**src/hw/rtl/lphs_pkg.sv**
```systemverilog
package lphs_pkg;

  localparam int unsigned DEPTH    = 1024;
  localparam int unsigned IDX_W    = 10;
  localparam int unsigned SIZE_W   = 11;
  localparam int unsigned KEY_W    = 64;
  localparam int unsigned ACTION_W = 2;
  localparam int unsigned QDEPTH   = 2;

  typedef enum logic [1:0] {
    ACT_FIND   = 2'd0,
    ACT_INSERT = 2'd1,
    ACT_REMOVE = 2'd2,
    ACT_NONE   = 2'd3
  } action_t;

  typedef enum logic [1:0] {
    ST_EMPTY   = 2'd0,
    ST_USED    = 2'd1,
    ST_DELETED = 2'd2,
    ST_SPARE   = 2'd3
  } slot_st_t;

  typedef enum logic [2:0] {
    BK_CLEAR,
    BK_IDLE,
    BK_READ,
    BK_CHECK,
    BK_WRITE,
    BK_DONE
  } bk_state_t;

  // Classified request handed from front to back.
  typedef struct packed {
    action_t          action;
    logic [KEY_W-1:0] key;
    logic [IDX_W-1:0] home;
  } req_t;

  typedef struct packed {
    logic success;
    logic table_full;
  } rsp_t;

  // One byte of reflected CRC-32.
  function automatic logic [31:0] crc32_byte(input logic [31:0] c, input logic [7:0] b);
    logic [31:0] r;
    r = c ^ {24'd0, b};
    for (int k = 0; k < 8; k++) begin
      r = r[0] ? ((r >> 1) ^ 32'hEDB88320) : (r >> 1);
    end
    return r;
  endfunction

endpackage

```
**src/hw/rtl/lphs_queue.sv**
```systemverilog
module lphs_queue (
  input  logic             clk,
  input  logic             rst_n,
  input  logic             wr,
  input  lphs_pkg::req_t   wdata,
  output logic             full,
  input  logic             rd,
  output lphs_pkg::req_t   rdata,
  output logic             empty
);
  lphs_pkg::req_t mem_r [lphs_pkg::QDEPTH];
  logic wp_r, rp_r;
  logic [1:0] cnt_r;

  assign full  = (cnt_r == 2'(lphs_pkg::QDEPTH));
  assign empty = (cnt_r == 2'd0);
  assign rdata = mem_r[rp_r];

  always_ff @(posedge clk) begin
    if (!rst_n) begin
      wp_r  <= 1'b0;
      rp_r  <= 1'b0;
      cnt_r <= 2'd0;
    end else begin
      if (wr && !full) wp_r <= ~wp_r;
      if (rd && !empty) rp_r <= ~rp_r;
      cnt_r <= cnt_r + 2'(wr && !full) - 2'(rd && !empty);
    end
    if (wr && !full) mem_r[wp_r] <= wdata;
  end
endmodule

```
**config.mk**
```make
export PLATFORM = sky130hd
export DESIGN_NAME = lphs_queue
export DESIGN_NICKNAME = d
export VERILOG_FILES = /design/src/hw/rtl/lphs_pkg.sv /design/src/hw/rtl/lphs_queue.sv
export SDC_FILE = /design/constraint.sdc
export NUM_CORES = 1
export LEC_CHECK = 0
export BUFFER_PORTS_ARGS = -buffer_cell sky130_fd_sc_hd__buf_2
export CORE_MARGIN = 10
export CORE_UTILIZATION = 55
export CTS_BUF_LIST = sky130_fd_sc_hd__clkbuf_8
export DETAILED_ROUTE_END_ITERATION = 8
export GPL_ROUTABILITY_DRIVEN = 0
export GPL_TIMING_DRIVEN = 0
export HOLD_SLACK_MARGIN = 0.05
export PLACE_DENSITY_LB_ADDON = 0.1
export SYNTH_ARGS = -nofsm -noshare
export SYNTH_HDL_FRONTEND = slang
export SYNTH_SLANG_ARGS = --single-unit
```
**constraint.sdc**
```tcl
create_clock -name clk -period 7.5 [get_ports clk]
set_input_delay 1.125 -clock clk [delete_from_list [all_inputs] [get_ports clk]]
set_output_delay 1.125 -clock clk [all_outputs]
set_load 0.02 [all_outputs]
```
==> out/metrics.yaml <==
floorplanning:
  io_pins: 158
  die_x_um: 123
  die_area_um2: 15200
  num_rows: 37
  start_util: 0.566
  core_region_area_um2: 10400
  die_height_um: 123
yosys:
  syn_area_um2: 5870
  yosys.area.top_type: "edfxtp_1"
  synth_cell_types: 18
  synth_cells: 261
  yosysSeqAreaShare: 0.794
  synth_nets: 343
  synth-warning-count: 0
  synth_top_area_share: 0.777
  synthTopCellsByArea: "edfxtp_1 (78%), mux2_4 (10%), mux2_2 (6.9%)"
  syn_area_per_cell_um2: 22.5
  yosys_register_bits: 157
run:
  cap_violations: 0
hold_path:
  hold_depth: 2
  min_from: "rp_r"
  hold_class: "reg -> reg"
cells_and_area:
  multi_input_comb_area_um2: 1150
  n_antenna_cell: 0
  fillers: 699
  design_area_um2: 7280
  fin_nets: 522
  syn2layout_area_growth_pct: 23.9
  drive_above_1_share: 0.600
  mostFrequentLayoutCells: "buf_2 (160), edfxtp_1 (152), mux2_4 (40)"
  seq_area_um2: 4660
  final_common_cell: "buf_2"
clocking:
  clock-root-buffer: "clkbuf_8"
  clockBufferDepth: 2
  numCtsBuffers: 17
  h-tree-depth: 4
  worstSkewPairLatency_ps: 430
  post-cts-setup-buffers: 0
  cts.sinks: 157
  cts.clk_slew.worst_paths_ps: 80
  cts_resized: 0
  cts-hold-fix-buffers: 0
  cts_tree: "yes"
setup_path:
  cp_slowest_cell: "dfxtp_1"
  cp_top_family: "buffers and inverters"
  max_stage_delay_ps: 380
  crit_buf_inv: 3
  end_kind: "output port"
  critPathKind: "reg -> out"
  crit_chain: "buf_4 > buf_6 > mux2_4 > buf_2"
  rr_worst_depth: 4
  cp-start-kind: "flip-flop"
  ff2ff_setup_slack_ps: 5580
  path_max_fanout: 10
  worstPathRequired_ps: 6380
  crit_arrival_ps: 1730
  r2r-end: "mem_r[0][71]"
  r2r_start: "cnt_r[0]"
timing:
  skew_ps: 8.24
  timing.slew.headroom: 0.497
  fmax_mhz: 350
  setup_viol: 0
  worst_pin_slew_ps: 752
  hold_violations: 0
  fin_ws_ps: 4640
  timing.setup.tns_ps: 0
  fin_crit_ps: 2860
  period_share: 0.381
  slew_viol_final: 0
  rsz0062_at_grt: "no"
drt:
  vias_per_cell: 5.03
  drt-wirelength-per-cell_um: 18.8
  drc: 0
  drtPass1Iterations: 4
  drt_wl_total_mm: 11.1
  drt_iter0_drc: 143
  antenna_left: 0
  num_vias: 2961
outcome:
  status: "completed"
power_and_ir_drop:
  vdd_drop_max_uv: 243
  p_leak_uw: 0.00283
  powerDensity_nw_per_um2: 335
  total_power_uw: 2440
placement:
  post-place-ws_ps: 4910
  place_area_um2: 6910
  dp_hpwl_mm: 7.99
  portBuffers: 157
global_route:
  grt_max_degree: 66
  grt_antenna_before_repair: 1
  grt_pass1_wl_mm: 16.5
  grt-ovfl-total: 0
  grt_pass1_vias: 3200
  grt_usage: 0.146
==> where the power goes <==
group	switching, µW	internal [µW]	leakage (µW)
clock	286	288	0.000188
sequential	31.6	1100	0.00146
combinational	413	319	0.00118
total	731	1710	0.00283
==> flip-flops by register name, indices dropped and copies added, names as in the netlist, named ones only <==
| register | cells |
|---|---|
| mem_r | 152 |
| cnt_r | 2 |
| rp_r | 1 |
| wp_r | 1 |
==> synth_stat cells (all sizes together) <==
| master | n |
|---|---|
| edfxtp | 152 |
| mux2 | 76 |
| buf | 8 |
| dfxtp | 5 |
| xnor2 | 3 |
| and2 | 2 |
| ha | 2 |
| inv | 2 |
| nand2 | 2 |
| nand2b | 2 |
| nor2 | 2 |
| nor2b | 2 |
| and3 | 1 |
| mux2i | 1 |
| o21a | 1 |
==> worst max-delay path by stage <==
stage | start | endpoint | slack [ps] | cells past startpoint
6_report | flip-flop | rdata[72] | 4640 | 4
5_1_grt | flip-flop | rdata[47] | 4520 | 4
4_1_cts | flip-flop | rdata[72] | 4580 | 4
3_5_place_dp | wr | mem_r[0][51] | 4910 | 4
3_3_place_gp | wr | mem_r[0][45] | 720 | 3
2_1_floorplan | wr | mem_r[0][0] | 2600 | 2
==> tightest hold or removal path, stage by stage, from the launching register on <==
cell,delay (ps)
dfxtp_1,330
xnor2_1,80
nor2b_1,90
==> cell families (layout without fill, tap and decap cells) <==
logic type | Yosys count | in the layout | synth area share
AO/OA/AOI/OAI | 1 | 1 | 0.00128
XOR/XNOR | 3 | 3 | 0.00447
adder cells (fa/ha/maj) | 2 | 2 | 0.00426
multiplexers | 77 | 77 | 0.173
buffers and inverters | 10 | 202 | 0.0128
AND/OR/NAND/NOR | 11 | 11 | 0.0100
flip-flops | 157 | 157 | 0.794
==> through the flow <==
stage	hold slack [ps]	utilization	std cells
final	545	0.702	589
after detailed placement	532	0.666	557
after CTS	545	0.702	589
after global placement	466	0.659	554
after global routing	576	0.702	589
after floorplan	455	-	261
==> per-layer routing <==
layer / track usage / vias up / share of wire
met5: 0 / - / 0.0012
met4: 0.0597 / 2 / 0.013
met3: 0.0747 / 12 / 0.10
met2: 0.232 / 125 / 0.50
met1: 0.164 / 1437 / 0.38
li1: - / 1385 / -
==> final cells by class <==
type | count | area share
Sequential cell | 157 | 0.641
Multi-Input combinational cell | 94 | 0.157
Timing Repair Buffer | 160 | 0.117
Clock buffer | 17 | 0.0321
Tap cell | 136 | 0.0234
Clock inverter | 15 | 0.0186
Buffer | 8 | 0.00928
Inverter | 2 | 0.00103
Power figures use the tool's default switching activity.
