[config.mk]
export PLATFORM = sky130hd
export DESIGN_NAME = lphs_front
export DESIGN_NICKNAME = d
export VERILOG_FILES = /design/src/hw/rtl/lphs_pkg.sv /design/src/hw/rtl/lphs_front.sv
export SDC_FILE = /design/constraint.sdc
export NUM_CORES = 1
export LEC_CHECK = 0
export BUFFER_PORTS_ARGS = -buffer_cell sky130_fd_sc_hd__buf_2
export CORE_MARGIN = 4
export CORE_UTILIZATION = 52
export DETAILED_ROUTE_END_ITERATION = 8
export HOLD_SLACK_MARGIN = 0.08
export PLACE_DENSITY = 0.89
export SLEW_MARGIN = 20
export SYNTH_ARGS = -nofsm -noshare
export SYNTH_HDL_FRONTEND = slang
export SYNTH_SLANG_ARGS = --single-unit
export TNS_END_PERCENT = 20
[constraint.sdc]
create_clock -name clk -period 4.7 [get_ports clk]
set_input_delay 0.47 -clock clk [delete_from_list [all_inputs] [get_ports clk]]
set_output_delay 0.47 -clock clk [all_outputs]
set_load 0.03 [all_outputs]
[src/hw/rtl/lphs_pkg.sv]
package lphs_pkg;

  localparam int unsigned DEPTH    = 1024;
  localparam int unsigned IDX_W    = 10;
  localparam int unsigned SIZE_W   = 11;
  localparam int unsigned KEY_W    = 64;
  localparam int unsigned ACTION_W = 2;
  localparam int unsigned QDEPTH   = 2;

  typedef enum logic [1:0] {
    ACT_FIND   = 2'd0,
    ACT_INSERT = 2'd1,
    ACT_REMOVE = 2'd2,
    ACT_NONE   = 2'd3
  } action_t;

  typedef enum logic [1:0] {
    ST_EMPTY   = 2'd0,
    ST_USED    = 2'd1,
    ST_DELETED = 2'd2,
    ST_SPARE   = 2'd3
  } slot_st_t;

  typedef enum logic [2:0] {
    BK_CLEAR,
    BK_IDLE,
    BK_READ,
    BK_CHECK,
    BK_WRITE,
    BK_DONE
  } bk_state_t;

  // Classified request handed from front to back.
  typedef struct packed {
    action_t          action;
    logic [KEY_W-1:0] key;
    logic [IDX_W-1:0] home;
  } req_t;

  typedef struct packed {
    logic success;
    logic table_full;
  } rsp_t;

  // One byte of reflected CRC-32.
  function automatic logic [31:0] crc32_byte(input logic [31:0] c, input logic [7:0] b);
    logic [31:0] r;
    r = c ^ {24'd0, b};
    for (int k = 0; k < 8; k++) begin
      r = r[0] ? ((r >> 1) ^ 32'hEDB88320) : (r >> 1);
    end
    return r;
  endfunction

endpackage

[src/hw/rtl/lphs_front.sv]
// Front: hash the key one byte a cycle, then reduce modulo table size by
// repeated compare-and-subtract on a shifted divisor (one bit per cycle).
module lphs_front (
  input  logic                        clk,
  input  logic                        rst_n,
  input  logic                        push,
  output logic                        busy,
  input  lphs_pkg::action_t           action,
  input  logic [lphs_pkg::KEY_W-1:0]  key,
  input  logic [lphs_pkg::SIZE_W-1:0] size,
  output logic                        q_push,
  output lphs_pkg::req_t              q_req,
  input  logic                        q_full
);
  logic [1:0]  phase_r, phase_nxt;
  logic [3:0]  cnt_r, cnt_nxt;
  logic [31:0] crc_r, crc_nxt;
  logic [41:0] div_r, div_nxt;
  lphs_pkg::action_t act_r, act_nxt;
  logic [lphs_pkg::KEY_W-1:0] key_r, key_nxt;
  logic [31:0] rem;

  assign busy = (phase_r != 2'd0);
  assign rem = crc_r ^ 32'hFFFFFFFF;

  always_ff @(posedge clk) begin
    if (!rst_n) begin
      phase_r <= 2'd0;
    end else begin
      phase_r <= phase_nxt;
    end
    cnt_r <= cnt_nxt;
    crc_r <= crc_nxt;
    div_r <= div_nxt;
    act_r <= act_nxt;
    key_r <= key_nxt;
  end

  always_comb begin
    phase_nxt = phase_r;
    cnt_nxt   = cnt_r;
    crc_nxt   = crc_r;
    div_nxt   = div_r;
    act_nxt   = act_r;
    key_nxt   = key_r;
    q_push    = 1'b0;
    q_req.action = act_r;
    q_req.key    = key_r;
    q_req.home   = crc_r[lphs_pkg::IDX_W-1:0];
    case (phase_r)
      2'd0: begin
        if (push) begin
          act_nxt   = action;
          key_nxt   = key;
          crc_nxt   = 32'hFFFFFFFF;
          cnt_nxt   = 4'd0;
          phase_nxt = 2'd1;
        end
      end
      2'd1: begin
        crc_nxt = lphs_pkg::crc32_byte(crc_r, key_r[cnt_r[2:0]*8 +: 8]);
        cnt_nxt = cnt_r + 4'd1;
        if (cnt_r == 4'd7) begin
          div_nxt   = {size, 31'd0};
          cnt_nxt   = 4'd0;
          phase_nxt = 2'd2;
        end
      end
      2'd2: begin
        // restoring reduction of the inverted CRC, 32 steps
        if ({10'd0, rem} >= div_r) begin
          crc_nxt = (rem - div_r[31:0]) ^ 32'hFFFFFFFF;
        end
        div_nxt = div_r >> 1;
        if (div_r[41:0] < {31'd0, size}) begin
          crc_nxt   = rem;
          phase_nxt = 2'd3;
        end
      end
      2'd3: begin
        if (!q_full) begin
          q_push    = 1'b1;
          phase_nxt = 2'd0;
        end
      end
      default: phase_nxt = 2'd0;
    endcase
  end
endmodule

==> out/qor.txt <==
Sequential area share after synthesis: 0.474
WL met2: 12700 µm
Resized cells post-CTS: 0
Max_cap viols: 0
Reg2reg end: crc_r[7]$_DFFE_PP_
Synth Flop Type: edfxtp_1
Final Cycle Share: 0.906
Multi-input logic area: 0.00435 mm²
YS warnings: 0
Die Wd: 141 µm
Top-area cell type share of the netlist area: 0.469
Status: complete, no violations
Initial Util: 0.531
Die area: 0.0199 mm²
GRT Overall Usage: 0.255
Startpoint types: flip-flop
Post-route cell area: 0.0108 mm²
R2r startpoint: crc_r[0]$_DFFE_PP_
Vias in the first global route: 7112
Wire per inst: 21.0 µm
Setup WS pre-CTS: 0.520 ns
Most frequent CP cell: o21ai_1
CP Capture Type: flip-flop
Root Buffer: clkbuf_16
N_diodes: 0
Critical path cell sequence: ha_1, inv_1, fa_1, a211oi_1, o311ai_1, a21oi_1, o21ai_1, a221oi_1, o21ai_1, and2_1, o31ai_1, a31oi_4, buf_16
Area leader, netlist: edfxtp_1
Dominant cells by area after synthesis: edfxtp_1, ha_1, xnor2_1, inv_1, mux2i_1
Reg area: 0.00436 mm²
Avg Vias per Cell: 5.95
Number of distinct library cells after synthesis: 64
Tightest Pin Transition: 0.934 ns
PortBufs: 158
Min-delay src: key[46]
Hold Crit Endpoint: key_r[46]$_DFFE_PP_
Final Max Slew Viols: 0
Via count: 7202
Crit path DAT: 4.45 ns
Routability Congestion: 0.982
CP required: 4.89 ns
WL met3: 1990 µm
Core Box Area: 0.0174 mm²
Clock period minus worst slack: 4.26 ns
Max Buffers Root-to-Sink: 2
Area after DPL: 0.0102 mm²
WL met1: 10100 µm
H-tree depth: 4
Syn Inst Count: 828
Total CTS buffers: 17
Maximum number of pins on one net before global-route repair: 48
Synth Register Bits: 146
Postcts setup bufs: 0
Min-Delay Path Class: input port to flip-flop
R2R cell count: 13
Setup TNS: 0 ns
Final setup fails: 0
Die Ht: 141 µm
Number of synthesized flops with an enable pin: 144
Hold depth: 1
Syn nets: 958
Final wirelength: 25500 µm
Worst R2R Setup Slack: 0.44 ns
IO Pins: 159
First-pass GRT wire length: 39200 µm
Syn Std Cell Area: 0.00922 mm²
Setup repair after global routing missed its margin: no
Antenna violations before repair: 0
Clock transition at the registers of the reported paths: 0.07 ns
Final HPWL DP: 18400 µm
Initial drt markers: 906
Highest clock rate: 0.235 GHz
Clk sinks: 146
Grt ovf: 0
Worst skew pair latency: 0.45 ns
P&R area growth vs syn: 17.5%
Worst-path fanout max: 21
CTS tree: yes
Clock skew: 0.0146 ns
Synth cell count leaders: edfxtp_1, inv_1, xnor2_1
Crit Path Category: flip-flop to flip-flop
Final Hold Fails: 0
Layout cells sized above 1: 0.238
Hold-fix buffer count after cts: 0
Final WS setup: 0.444 ns
Fin util: 0.624
Crit-path max cell delay: 0.48 ns
Fillcell total: 1303
Row cnt: 48
Top routing layer in use: met4
ANT nets after route: 0
DRT Pass-1 Iters: 5
Slowest CP cell: a221oi_1
Asr flop ratio synth: 0
Worst slew margin: 0.376
Remaining DRCs: 0
Count leader, synth: edfxtp_1
# nets final: 1103
Syn avg cell area: 11.1 µm²
-- through the flow --
step                hold slack, ns  instances
floorplan                    0.522        828
global placement             0.536       1178
detailed placement           0.535       1178
CTS                          0.184       1210
global route                 0.185       1211
finish                       0.195       1211
-- registers in the layout (all words and copies together), names as in the netlist --
name / count
div_r: 42
cnt_r: 4
phase_r: 2
crc_r: 32
act_r: 2
key_r: 64
-- worst max path at each step --
stage                             startpoint                  end  slack (ns)  cells after the start
after global placement    crc_r[0]$_DFFE_PP_  crc_r[10]$_DFFE_PP_        0.72                     12
after CTS                 crc_r[0]$_DFFE_PP_  crc_r[11]$_DFFE_PP_        0.44                     12
after global routing      crc_r[0]$_DFFE_PP_   crc_r[8]$_DFFE_PP_        0.34                     13
after detailed placement  crc_r[0]$_DFFE_PP_  crc_r[10]$_DFFE_PP_        0.52                     12
after floorplan           crc_r[0]$_DFFE_PP_   crc_r[0]$_DFFE_PP_        0.17                     12
final                     crc_r[0]$_DFFE_PP_   crc_r[7]$_DFFE_PP_        0.44                     13
-- final cells by class --
class / count / area share
Timing Repair Buffer: 166 / 0.0805
Clock inverter: 15 / 0.0194
Sequential cell: 146 / 0.403
Inverter: 85 / 0.0295
Clock buffer: 17 / 0.0393
Tap cell: 225 / 0.0260
Multi-Input combinational cell: 557 / 0.402
-- worst max-delay path: cells and delay by family (launching register included) --
kind / cells / cell delay, ns
buffers and inverters: 2 / 0.35
AND/OR/NAND/NOR: 1 / 0.19
flip-flops: 1 / 0.46
AO/OA/AOI/OAI: 8 / 2.30
adder cells (fa/ha/maj): 2 / 0.69
-- cells by family after synthesis --
| family | share of synthesized area |
|---|---|
| xor gates and xnor gates | 0.111 |
| DFF | 0.474 |
| muxes | 0.0494 |
| and+or+nand+nor | 0.0949 |
| adders and majority gates | 0.0673 |
| buffers and inverters | 0.0581 |
| AOI/OAI and AO/OA | 0.146 |
-- metal layers --
metal  GRT usage  up-vias
met4      0.0918        0
met5           0        -
met1       0.337     3471
met3      0.0431       56
met2       0.424      390
li1            -     3285
-- cells in the final DEF (no fill, tap or decap), types with 26 or more instances in the layout --
| master | instances |
|---|---|
| and2_1 | 34 |
| edfxtp_1 | 144 |
| inv_1 | 83 |
| o211ai_1 | 32 |
| buf_2 | 158 |
| o21ai_0 | 40 |
| ha_1 | 47 |
| mux2i_1 | 26 |
| xnor2_1 | 62 |
| nand2_1 | 61 |
| a21oi_1 | 34 |
Power is left out: the tool's default activity adds up to more than one toggle a clock period on the data nets, which glitch-free logic cannot reach.
